==> src/rtl/keq_pkg.sv <==
// Shared types, constants and pointer helpers for the keypad event queue.
`default_nettype none

package keq_pkg;

	// Queue geometry
	localparam int QUEUE_DEPTH = 4;
	localparam int PTR_MOD     = 2 * QUEUE_DEPTH;
	localparam int PTR_W       = $clog2(PTR_MOD);
	localparam int IDX_W       = $clog2(QUEUE_DEPTH);

	// Field widths
	localparam int KEY_W   = 8;
	localparam int ACT_W   = 3;
	localparam int PAIR_W  = 2;
	localparam int FREE_W  = 3;
	localparam int CFG_IDX_W = 1;

	typedef logic [PTR_W-1:0]        ptr_t;
	typedef logic [IDX_W-1:0]        idx_t;
	typedef logic signed [KEY_W-1:0] key_t;

	// Key code returned by pop or peek on an empty queue
	localparam key_t KEY_NONE = -8'sd1;

	// Pair counts reported by read pair
	localparam logic [PAIR_W-1:0] PAIR_NONE = 2'd0;
	localparam logic [PAIR_W-1:0] PAIR_ONE  = 2'd1;
	localparam logic [PAIR_W-1:0] PAIR_TWO  = 2'd2;

	// Configuration register indexes
	localparam logic [CFG_IDX_W-1:0] CFG_UP_KEY   = 1'd0;
	localparam logic [CFG_IDX_W-1:0] CFG_DOWN_KEY = 1'd1;

	typedef enum logic [ACT_W-1:0] {
		ACT_PUSH       = 3'd0,
		ACT_POP        = 3'd1,
		ACT_POP_NEWEST = 3'd2,
		ACT_PEEK       = 3'd3,
		ACT_READ_PAIR  = 3'd4,
		ACT_FLUSH      = 3'd5,
		ACT_LAST_KEY   = 3'd6,
		ACT_RESERVED   = 3'd7   // no effect, first key 0
	} action_t;

	typedef enum logic {
		ST_IDLE = 1'b0,
		ST_EXEC = 1'b1
	} state_t;

	// Controller to datapath commands
	typedef struct packed {
		logic capture;  // latch the item and read the store
		logic commit;   // update pointers/store and load the result
	} cmd_t;

	// Pointer plus one, wrapping at twice the depth
	function automatic ptr_t ptr_inc(input ptr_t p);
		ptr_t r;
		if (int'(p) == PTR_MOD - 1) begin
			r = '0;
		end else begin
			r = p + ptr_t'(1);
		end
		return r;
	endfunction

	// Pointer minus n, wrapping at twice the depth
	function automatic ptr_t ptr_back(input ptr_t p, input ptr_t n);
		ptr_t r;
		if (p >= n) begin
			r = p - n;
		end else begin
			r = PTR_W'(int'(p) + PTR_MOD - int'(n));
		end
		return r;
	endfunction

	// Number of stored keys
	function automatic ptr_t fill_count(input ptr_t rp, input ptr_t wp);
		return ptr_back(wp, rp);
	endfunction

	// Store slot addressed by a pointer
	function automatic idx_t slot_idx(input ptr_t p);
		idx_t r;
		if (int'(p) >= QUEUE_DEPTH) begin
			r = IDX_W'(p - PTR_W'(QUEUE_DEPTH));
		end else begin
			r = IDX_W'(p);
		end
		return r;
	endfunction

endpackage

`default_nettype wire

==> src/rtl/keq_ctrl.sv <==
// Controller state machine: sequences capture and commit, owns the result valid.
`default_nettype none

module keq_ctrl (
	input  wire logic          clk,
	input  wire logic          arst_n,
	input  wire logic          in_valid,
	output logic               in_stall,
	output logic               out_valid,
	input  wire logic          out_stall,
	output keq_pkg::cmd_t      cmd
);

	keq_pkg::state_t state_q;
	keq_pkg::state_t state_n;
	logic            out_valid_q;
	logic            out_free;

	// Output register can take a new beat
	assign out_free = !out_valid_q || !out_stall;

	// Next state
	always_comb begin
		state_n = state_q;
		unique case (state_q)
			keq_pkg::ST_IDLE: begin
				if (in_valid) begin
					state_n = keq_pkg::ST_EXEC;
				end
			end
			keq_pkg::ST_EXEC: begin
				if (out_free) begin
					state_n = keq_pkg::ST_IDLE;
				end
			end
			default: state_n = keq_pkg::ST_IDLE;
		endcase
	end

	// Outputs
	always_comb begin
		in_stall    = 1'b1;
		cmd.capture = 1'b0;
		cmd.commit  = 1'b0;
		unique case (state_q)
			keq_pkg::ST_IDLE: begin
				in_stall    = 1'b0;
				cmd.capture = in_valid;
			end
			keq_pkg::ST_EXEC: begin
				cmd.commit = out_free;
			end
			default: in_stall = 1'b1;
		endcase
	end

	// State and result valid
	always_ff @(posedge clk or negedge arst_n) begin
		if (!arst_n) begin
			state_q     <= keq_pkg::ST_IDLE;
			out_valid_q <= 1'b0;
		end else begin
			state_q <= state_n;
			if (cmd.commit) begin
				out_valid_q <= 1'b1;
			end else if (!out_stall) begin
				out_valid_q <= 1'b0;
			end
		end
	end

	assign out_valid = out_valid_q;

endmodule

`default_nettype wire

==> src/rtl/keq_datapath.sv <==
// Datapath: key store, pointers, config registers and the result register.
`default_nettype none

module keq_datapath (
	input  wire logic                            clk,
	input  wire logic                            arst_n,
	input  wire keq_pkg::cmd_t                   cmd,
	input  wire logic                            cfg_we,
	input  wire logic [keq_pkg::CFG_IDX_W-1:0]   cfg_index,
	input  wire logic [keq_pkg::KEY_W-1:0]       cfg_data,
	input  wire logic [keq_pkg::ACT_W-1:0]       action,
	input  wire logic signed [keq_pkg::KEY_W-1:0] key_value,
	input  wire logic                            shift_held,
	input  wire logic                            alt_held,
	output logic signed [keq_pkg::KEY_W-1:0]     first_key,
	output logic signed [keq_pkg::KEY_W-1:0]     second_key,
	output logic [keq_pkg::PAIR_W-1:0]           pair_count,
	output logic                                 has_room,
	output logic                                 queue_empty,
	output logic [keq_pkg::FREE_W-1:0]           free_slots
);

	// Config registers
	keq_pkg::key_t up_key_q;
	keq_pkg::key_t down_key_q;

	// Store and its per-slot written flags
	keq_pkg::key_t                   key_mem_q [keq_pkg::QUEUE_DEPTH];
	logic [keq_pkg::QUEUE_DEPTH-1:0] slot_vld_q;

	keq_pkg::ptr_t rd_ptr_q;
	keq_pkg::ptr_t wr_ptr_q;

	// Captured item and store reads
	logic [keq_pkg::ACT_W-1:0] action_s1;
	keq_pkg::key_t             key_s1;
	logic                      shift_s1;
	logic                      alt_s1;
	keq_pkg::key_t             rd_a_s1;
	keq_pkg::key_t             rd_b_s1;

	keq_pkg::idx_t addr_a;
	keq_pkg::idx_t addr_b;
	keq_pkg::idx_t addr_w;

	keq_pkg::ptr_t cnt;
	logic          empty;
	keq_pkg::ptr_t rd_ptr_n;
	keq_pkg::ptr_t wr_ptr_n;
	keq_pkg::ptr_t cnt_n;
	logic          do_write;
	keq_pkg::key_t first_n;
	keq_pkg::key_t second_n;
	logic [keq_pkg::PAIR_W-1:0] pair_n;

	// Config writes
	always_ff @(posedge clk or negedge arst_n) begin
		if (!arst_n) begin
			up_key_q   <= '0;
			down_key_q <= '0;
		end else if (cfg_we) begin
			unique case (cfg_index)
				keq_pkg::CFG_UP_KEY:   up_key_q   <= cfg_data;
				keq_pkg::CFG_DOWN_KEY: down_key_q <= cfg_data;
				default: ;
			endcase
		end
	end

	// Read addresses: port A serves oldest, second newest or else the newest, port B the newest
	always_comb begin
		addr_b = keq_pkg::slot_idx(keq_pkg::ptr_back(wr_ptr_q, keq_pkg::ptr_t'(1)));
		unique case (keq_pkg::action_t'(action))
			keq_pkg::ACT_POP,
			keq_pkg::ACT_PEEK:      addr_a = keq_pkg::slot_idx(rd_ptr_q);
			keq_pkg::ACT_READ_PAIR: addr_a = keq_pkg::slot_idx(
				keq_pkg::ptr_back(wr_ptr_q, keq_pkg::ptr_t'(2)));
			default:                addr_a = addr_b;
		endcase
	end

	// Capture stage: item fields and registered store reads
	always_ff @(posedge clk) begin
		if (cmd.capture) begin
			action_s1 <= action;
			key_s1    <= key_value;
			shift_s1  <= shift_held;
			alt_s1    <= alt_held;
			rd_a_s1   <= slot_vld_q[addr_a] ? key_mem_q[addr_a] : '0;
			rd_b_s1   <= slot_vld_q[addr_b] ? key_mem_q[addr_b] : '0;
		end
	end

	// Action decode
	always_comb begin
		cnt      = keq_pkg::fill_count(rd_ptr_q, wr_ptr_q);
		empty    = (rd_ptr_q == wr_ptr_q);
		rd_ptr_n = rd_ptr_q;
		wr_ptr_n = wr_ptr_q;
		do_write = 1'b0;
		first_n  = '0;
		second_n = '0;
		pair_n   = keq_pkg::PAIR_NONE;
		unique case (keq_pkg::action_t'(action_s1))
			keq_pkg::ACT_PUSH: begin
				if (int'(cnt) < keq_pkg::QUEUE_DEPTH) begin
					do_write = 1'b1;
					wr_ptr_n = keq_pkg::ptr_inc(wr_ptr_q);
				end
			end
			keq_pkg::ACT_POP: begin
				if (empty) begin
					first_n = keq_pkg::KEY_NONE;
				end else begin
					first_n  = rd_a_s1;
					rd_ptr_n = keq_pkg::ptr_inc(rd_ptr_q);
				end
			end
			keq_pkg::ACT_POP_NEWEST: begin
				// newest slot is taken, everything older is dropped
				if (empty) begin
					first_n = keq_pkg::KEY_NONE;
				end else begin
					first_n  = rd_a_s1;
					rd_ptr_n = wr_ptr_q;
				end
			end
			keq_pkg::ACT_PEEK: begin
				first_n = empty ? keq_pkg::KEY_NONE : rd_a_s1;
			end
			keq_pkg::ACT_READ_PAIR: begin
				if ((shift_s1 || alt_s1) && rd_b_s1 != '0) begin
					first_n  = rd_b_s1;
					second_n = shift_s1 ? up_key_q : down_key_q;
					pair_n   = keq_pkg::PAIR_TWO;
				end else if (int'(cnt) > 1) begin
					first_n  = rd_a_s1;
					second_n = rd_b_s1;
					pair_n   = keq_pkg::PAIR_TWO;
				end else if (int'(cnt) > 0) begin
					first_n = rd_b_s1;
					pair_n  = keq_pkg::PAIR_ONE;
				end
			end
			keq_pkg::ACT_FLUSH: begin
				rd_ptr_n = '0;
				wr_ptr_n = '0;
			end
			keq_pkg::ACT_LAST_KEY: begin
				first_n = rd_b_s1;
			end
			default: ;
		endcase
		cnt_n  = keq_pkg::fill_count(rd_ptr_n, wr_ptr_n);
		addr_w = keq_pkg::slot_idx(wr_ptr_q);
	end

	// Store write
	always_ff @(posedge clk) begin
		if (cmd.commit && do_write) begin
			key_mem_q[addr_w] <= key_s1;
		end
	end

	// Pointers and slot flags
	always_ff @(posedge clk or negedge arst_n) begin
		if (!arst_n) begin
			rd_ptr_q   <= '0;
			wr_ptr_q   <= '0;
			slot_vld_q <= '0;
		end else if (cmd.commit) begin
			rd_ptr_q <= rd_ptr_n;
			wr_ptr_q <= wr_ptr_n;
			if (do_write) begin
				slot_vld_q[addr_w] <= 1'b1;
			end
		end
	end

	// Result register
	always_ff @(posedge clk) begin
		if (cmd.commit) begin
			first_key   <= first_n;
			second_key  <= second_n;
			pair_count  <= pair_n;
			has_room    <= (int'(cnt_n) < keq_pkg::QUEUE_DEPTH);
			queue_empty <= (rd_ptr_n == wr_ptr_n);
			if (int'(cnt_n) < keq_pkg::QUEUE_DEPTH) begin
				free_slots <= keq_pkg::FREE_W'(keq_pkg::ptr_t'(keq_pkg::QUEUE_DEPTH) - cnt_n);
			end else begin
				free_slots <= '0;
			end
		end
	end

endmodule

`default_nettype wire

==> src/rtl/keypad_event_queue.sv <==
// Keypad event queue top level: controller plus datapath.
// Flow: an item is captured with its registered store read, then committed with
// the pointer and store update and the result load; the commit waits while the
// previous result is still stalled on the output. A new item is not accepted
// until the previous one has been committed.
// Reset: arst_n clears pointers, slot flags, config registers and state.
`default_nettype none

module keypad_event_queue (
	input  wire logic                             clk,
	input  wire logic                             arst_n,
	input  wire logic                             cfg_we,
	input  wire logic [keq_pkg::CFG_IDX_W-1:0]    cfg_index,
	input  wire logic [keq_pkg::KEY_W-1:0]        cfg_data,
	input  wire logic                             in_valid,
	output logic                                  in_stall,
	input  wire logic [keq_pkg::ACT_W-1:0]        action,
	input  wire logic signed [keq_pkg::KEY_W-1:0] key_value,
	input  wire logic                             shift_held,
	input  wire logic                             alt_held,
	output logic                                  out_valid,
	input  wire logic                             out_stall,
	output logic signed [keq_pkg::KEY_W-1:0]      first_key,
	output logic signed [keq_pkg::KEY_W-1:0]      second_key,
	output logic [keq_pkg::PAIR_W-1:0]            pair_count,
	output logic                                  has_room,
	output logic                                  queue_empty,
	output logic [keq_pkg::FREE_W-1:0]            free_slots
);

	keq_pkg::cmd_t cmd;

	keq_ctrl u_ctrl (
		.clk       (clk),
		.arst_n    (arst_n),
		.in_valid  (in_valid),
		.in_stall  (in_stall),
		.out_valid (out_valid),
		.out_stall (out_stall),
		.cmd       (cmd)
	);

	keq_datapath u_datapath (
		.clk         (clk),
		.arst_n      (arst_n),
		.cmd         (cmd),
		.cfg_we      (cfg_we),
		.cfg_index   (cfg_index),
		.cfg_data    (cfg_data),
		.action      (action),
		.key_value   (key_value),
		.shift_held  (shift_held),
		.alt_held    (alt_held),
		.first_key   (first_key),
		.second_key  (second_key),
		.pair_count  (pair_count),
		.has_room    (has_room),
		.queue_empty (queue_empty),
		.free_slots  (free_slots)
	);

endmodule

`default_nettype wire

==> config.mk <==
export PLATFORM = sky130hd
export DESIGN_NAME = keypad_event_queue
export DESIGN_NICKNAME = d
export VERILOG_FILES = /design/src/rtl/keq_pkg.sv /design/src/rtl/keq_ctrl.sv /design/src/rtl/keq_datapath.sv /design/src/rtl/keypad_event_queue.sv
export SDC_FILE = /design/constraint.sdc
export NUM_CORES = 1
export LEC_CHECK = 0
export BUFFER_PORTS_ARGS = -buffer_cell sky130_fd_sc_hd__buf_4
export CAP_MARGIN = 5
export CORE_MARGIN = 5
export CORE_UTILIZATION = 41
export CTS_CLUSTER_DIAMETER = 50
export CTS_CLUSTER_SIZE = 25
export DETAILED_ROUTE_END_ITERATION = 6
export GPL_TIMING_DRIVEN = 0
export HOLD_SLACK_MARGIN = 0.12
export PLACE_DENSITY = 0.69
export RECOVER_POWER = 25
export REMOVE_ABC_BUFFERS = 1
export SLEW_MARGIN = 30
export SYNTH_ARGS = -nofsm -noshare
export SYNTH_HDL_FRONTEND = slang
export SYNTH_SLANG_ARGS = --single-unit
==> constraint.sdc <==
create_clock -name clk -period 3.7 [get_ports clk]
set_input_delay 0.74 -clock clk [delete_from_list [all_inputs] [get_ports clk]]
set_output_delay 0.74 -clock clk [all_outputs]
set_load 0.01 [all_outputs]
==> impl_metrics.xml <==
<?xml version="1.0" encoding="UTF-8"?>
<metrics>
  <group name="layout">
    <metric name="antennaDiodeCount" unit="">0</metric>
    <metric name="fillCellCount" unit="">1081</metric>
    <metric name="layout.area.seq" unit="sq um">3228</metric>
    <metric name="drive_gt1_frac" unit="">0.2929</metric>
    <metric name="final_core_utilization" unit="">0.4884</metric>
    <metric name="finish.net_count" unit="">457</metric>
    <metric name="syn_to_final_growth" unit="%">17.06</metric>
    <metric name="multi_input_area" unit="sq um">1951</metric>
  </group>
  <group name="sta">
    <metric name="timing.max_slew.rel_slack" unit="">-0.09656</metric>
    <metric name="post-route-period-util" unit="">0.9533</metric>
    <metric name="finClkSkew" unit="ns">0.006214</metric>
    <metric name="min_period" unit="ns">3.527</metric>
    <metric name="total_of_endpoints_with_negative_setup_slack_in_the_final_report" unit="">0</metric>
    <metric name="achievable-frequency" unit="MHz">283.5</metric>
    <metric name="max_slew.worst_pin.slew" unit="ns">1.645</metric>
    <metric name="timing_max_transition_violations_final" unit="">29</metric>
    <metric name="rsz0062_at_grt" unit="">false</metric>
    <metric name="finalHoldViolCount" unit="">0</metric>
  </group>
  <group name="synth">
    <metric name="synth_cells" unit="">362</metric>
    <metric name="synth_compound_area_frac" unit="">0.07087</metric>
    <metric name="synth.lib_cells_used.distinct" unit="">56</metric>
    <metric name="most_used_flip_flop_cell_after_synthesis" unit="">edfxtp_1</metric>
    <metric name="postSynthRegisterBits" unit="">112</metric>
    <metric name="synthesis.area" unit="sq um">5244</metric>
    <metric name="ys_async_sr_fraction" unit="">0.2500</metric>
    <metric name="synth_top_cells_by_count" unit="">edfxtp_1, nor2_1, dfrtp_1</metric>
    <metric name="synth_enable_flop_cells" unit="">84</metric>
    <metric name="synth_warnings" unit="">0</metric>
    <metric name="syn_avg_cell_area" unit="sq um">14.49</metric>
    <metric name="synth.area.mux_share" unit="">0.1367</metric>
    <metric name="synth_seq_area_share" unit="">0.6147</metric>
    <metric name="synth-xor-area-share" unit="">0.01312</metric>
    <metric name="synth_top_cell_by_area" unit="">edfxtp_1</metric>
    <metric name="synth_top_cell_area_share" unit="">0.4810</metric>
    <metric name="synth_area_leaders" unit="">edfxtp_1, dfrtp_1, mux4_2, mux2_2, ha_1</metric>
    <metric name="synth_simple_gate_area_share" unit="">0.1074</metric>
    <metric name="synthMostInstantiatedCell" unit="">edfxtp_1</metric>
    <metric name="combinational_family_with_the_most_area_after_synthesis" unit="">multiplexers</metric>
    <metric name="post_synthesis_share_of_cell_area_spent_on_full_adders_half_adders_and_majority_gates" unit="">0.03722</metric>
  </group>
  <group name="floorplan">
    <metric name="design.core.area" unit="sq um">12570</metric>
    <metric name="die_x" unit="microns">123.1</metric>
    <metric name="design.die.area" unit="sq um">15150</metric>
    <metric name="die-height" unit="microns">123.1</metric>
    <metric name="initial_utilization" unit="">0.4172</metric>
    <metric name="num_rows" unit="">41</metric>
    <metric name="number_of_placed_i_o_pins" unit="">52</metric>
  </group>
  <group name="worst_setup_path">
    <metric name="crit_type" unit="">reg2reg</metric>
    <metric name="worst_path_max_fanout" unit="">4</metric>
    <metric name="worst_path_largest_cell_delay" unit="ns">0.45</metric>
    <metric name="path_delay_family" unit="">adder cells</metric>
    <metric name="critical_path_buf_inv_count" unit="">1</metric>
    <metric name="cp_data_required_time" unit="ns">3.89</metric>
    <metric name="setup.worst_path.end_class" unit="">register</metric>
    <metric name="cp_startpoint_kind" unit="">register</metric>
    <metric name="cp.arrival" unit="ns">3.72</metric>
    <metric name="critical_path.cell_chain" unit="">inv_1, ha_1, fa_1, xnor2_2, nor2_1, o311ai_2, ha_1, xor2_1, ha_1, ha_1, or3_4, nor3_1</metric>
    <metric name="worst_path_most_repeated_cell" unit="">ha_1</metric>
    <metric name="critical_path.slowest_cell" unit="">o311ai_2</metric>
  </group>
  <group name="power">
    <metric name="share_comb_of_total_power" unit="">0.413</metric>
    <metric name="swShare" unit="">0.3491</metric>
    <metric name="internal_power" unit="W">0.003242</metric>
    <metric name="final_total_pwr" unit="W">0.004980</metric>
    <metric name="ir_worst_vdd" unit="mV">0.2512</metric>
    <metric name="seq_power_share" unit="">0.403</metric>
    <metric name="pwr_density_cell" unit="nW/um^2">811.3</metric>
    <metric name="switchingPower" unit="W">0.001739</metric>
    <metric name="static_leakage" unit="nW">2.351</metric>
    <metric name="clock_power_share" unit="">0.183</metric>
  </group>
  <group name="run_status">
    <metric name="outcome" unit="">complete, but fails checks</metric>
    <metric name="failing_checks" unit="">capacitance limit, slew limit</metric>
  </group>
  <group name="routing">
    <metric name="route.detailed.drc" unit="">0</metric>
    <metric name="detail-route-antenna-nets" unit="">0</metric>
    <metric name="via_per_inst" unit="">5.193</metric>
    <metric name="wl_per_cell" unit="microns">16.73</metric>
    <metric name="detail_route.first_pass.iterations" unit="">4</metric>
    <metric name="wl" unit="microns">9906</metric>
    <metric name="total_via_count_in_the_routed_design" unit="">3074</metric>
    <metric name="drt_iter0_markers" unit="">237</metric>
  </group>
  <group name="clock_tree">
    <metric name="clockBufferDepth" unit="">2</metric>
    <metric name="path_clk_slew" unit="ns">0.07</metric>
    <metric name="cts.sink_count" unit="">112</metric>
    <metric name="numCtsBuffers" unit="">9</metric>
    <metric name="number_of_buffers_inserted_by_hold_repair_at_cts" unit="">0</metric>
    <metric name="clock_tree.htree_level_count" unit="">3</metric>
    <metric name="clockRootBuffer" unit="">clkbuf_16</metric>
    <metric name="clock_insertion_delay_worst_skew" unit="ns">0.35</metric>
    <metric name="tritoncts_clock_tree" unit="">done</metric>
  </group>
  <group name="placement">
    <metric name="port_buffers" unit="">51</metric>
    <metric name="place_hpwl" unit="microns">6901</metric>
    <metric name="gp_congestion" unit="">0.8113</metric>
  </group>
  <group name="global_routing">
    <metric name="global_route.usage.total" unit="">0.1398</metric>
    <metric name="number_of_antenna_violations_at_the_first_check_in_global_routing" unit="">0</metric>
    <metric name="overflow_left_after_global_routing" unit="">0</metric>
    <metric name="wire_length_of_the_first_global_routing_pass" unit="microns">15970</metric>
    <metric name="grt_pass1_vias" unit="">3113</metric>
    <metric name="maximum_number_of_pins_on_one_net_before_global_route_repair" unit="">29</metric>
  </group>
  <group name="run">
    <metric name="max_cap_viol_count" unit="">1</metric>
  </group>
  <group name="worst_hold_path">
    <metric name="worst_hold_path_type" unit="">reg2reg</metric>
  </group>
</metrics>
## cell usage in the layout, fill, tap and decap left out, types with 2 or more instances in the layout
cell type  instances
edfxtp_1          84
buf_4             44
nor2_1            34
dfrtp_1           26
mux2_2            19
nand2_1           17
mux4_2            17
ha_1              14
and2_1            12
mux2i_1           12
o21ai_0           11
nor2b_1           11
inv_1             10
clkbuf_16          9
a211oi_1           8
clkbuf_4           7
nor3_1             5
a21oi_1            4
a22oi_1            4
or2_2              4
clkbuf_1           4
nor4_1             3
xor2_1             3
nand3_1            3
o21bai_1           3
nand4_1            3
and3_1             3
a21oi_2            2
xnor2_2            2
o211ai_1           2
o211a_1            2
xnor2_1            2
o21ai_1            2
## power by group through the flow
stage | clock (W) | sequential [W] | combinational, W
after global placement | 0 | 0.00207 | 0.00192
after detailed placement | 0 | 0.00207 | 0.00200
after global routing | 0.000992 | 0.00204 | 0.00230
after CTS | 0.000938 | 0.00201 | 0.00207
after floorplan | 0 | 0.00206 | 0.00138
final | 0.000914 | 0.00201 | 0.00206
## state kept, by name, summed over array words and instances (netlist names), 8 cells and up
register,flops
u_datapath.key_mem_q,32
u_datapath.down_key_q,8
u_datapath.first_key,8
u_datapath.key_s1,8
u_datapath.rd_a_s1,8
u_datapath.rd_b_s1,8
u_datapath.second_key,8
u_datapath.up_key_q,8
## layout make-up
class	count	area share
Timing Repair Buffer	54	0.06991
Sequential cell	112	0.5259
Clock inverter	3	0.004484
Clock buffer	13	0.04077
Inverter	10	0.006115
Multi-Input combinational cell	228	0.3178
Tap cell	172	0.03506
## layer usage
metal / global-route usage / up-vias / share of wire / wire length (microns)
met5: 0 / - / 0 / 0
met2: 0.2351 / 73 / 0.50 / 4981
met4: 0.06574 / 0 / 0.021 / 211
li1: - / 1480 / - / -
met1: 0.1743 / 1505 / 0.43 / 4291
met3: 0.02745 / 16 / 0.042 / 421
## cell families (layout without fill, tap and decap cells)
| kind of cell | after synthesis | count (layout) |
|---|---|---|
| muxes | 48 | 48 |
| and+or+nand+nor | 108 | 108 |
| DFF | 112 | 112 |
| buffers and inverters | 22 | 80 |
| adders and majority gates | 15 | 15 |
| xor gates and xnor gates | 7 | 7 |
| AOI/OAI and AO/OA | 50 | 50 |
## path summary, 6_finish.rpt
check | from | end | slack, ns | cells past startpoint
max in group asynchronous | arst_n | u_datapath.wr_ptr_q[0]$_DFFE_PN0P_ | 1.73 | 1
max reg2reg | u_datapath.wr_ptr_q[0]$_DFFE_PN0P_ | u_datapath.free_slots[2]$_SDFFCE_PP0P_ | 0.17 | 12
min | u_datapath.key_s1[5]$_DFFE_PP_ | u_datapath.key_mem_q[2][5]$_DFFE_PP_ | 0.49 | 0
min reg2reg | u_datapath.key_s1[5]$_DFFE_PP_ | u_datapath.key_mem_q[2][5]$_DFFE_PP_ | 0.49 | 0
max | u_datapath.wr_ptr_q[0]$_DFFE_PN0P_ | u_datapath.free_slots[2]$_SDFFCE_PP0P_ | 0.17 | 12
min in group asynchronous | arst_n | u_datapath.wr_ptr_q[2]$_DFFE_PN0P_ | 0.80 | 1
## repair_timing
action                                  4_1_cts  5_1_grt
gates cloned                                  0        0
setup buffers                                 1        0
endpoints found under the setup margin       18        1
pin swaps                                     0        2
resized for setup                             2        2
## through the flow
step | hold slack, ns | instances | cell area [sq um] | TNS [ns] | worst slack (ns)
after floorplan | 0.4444 | 350 | 5176 | -15.16 | -0.4332
after global placement | 0.4663 | 573 | 5774 | -104.99 | -1.957
after global routing | 0.5143 | 592 | 6138 | 0 | 0.02321
final | 0.4880 | 592 | 6138 | 0 | 0.1727
after CTS | 0.3116 | 592 | 6128 | 0 | 0.1793
after detailed placement | 0.4813 | 575 | 5839 | -3.083 | -0.5671
No activity file was read; power rests on OpenSTA's default activity.
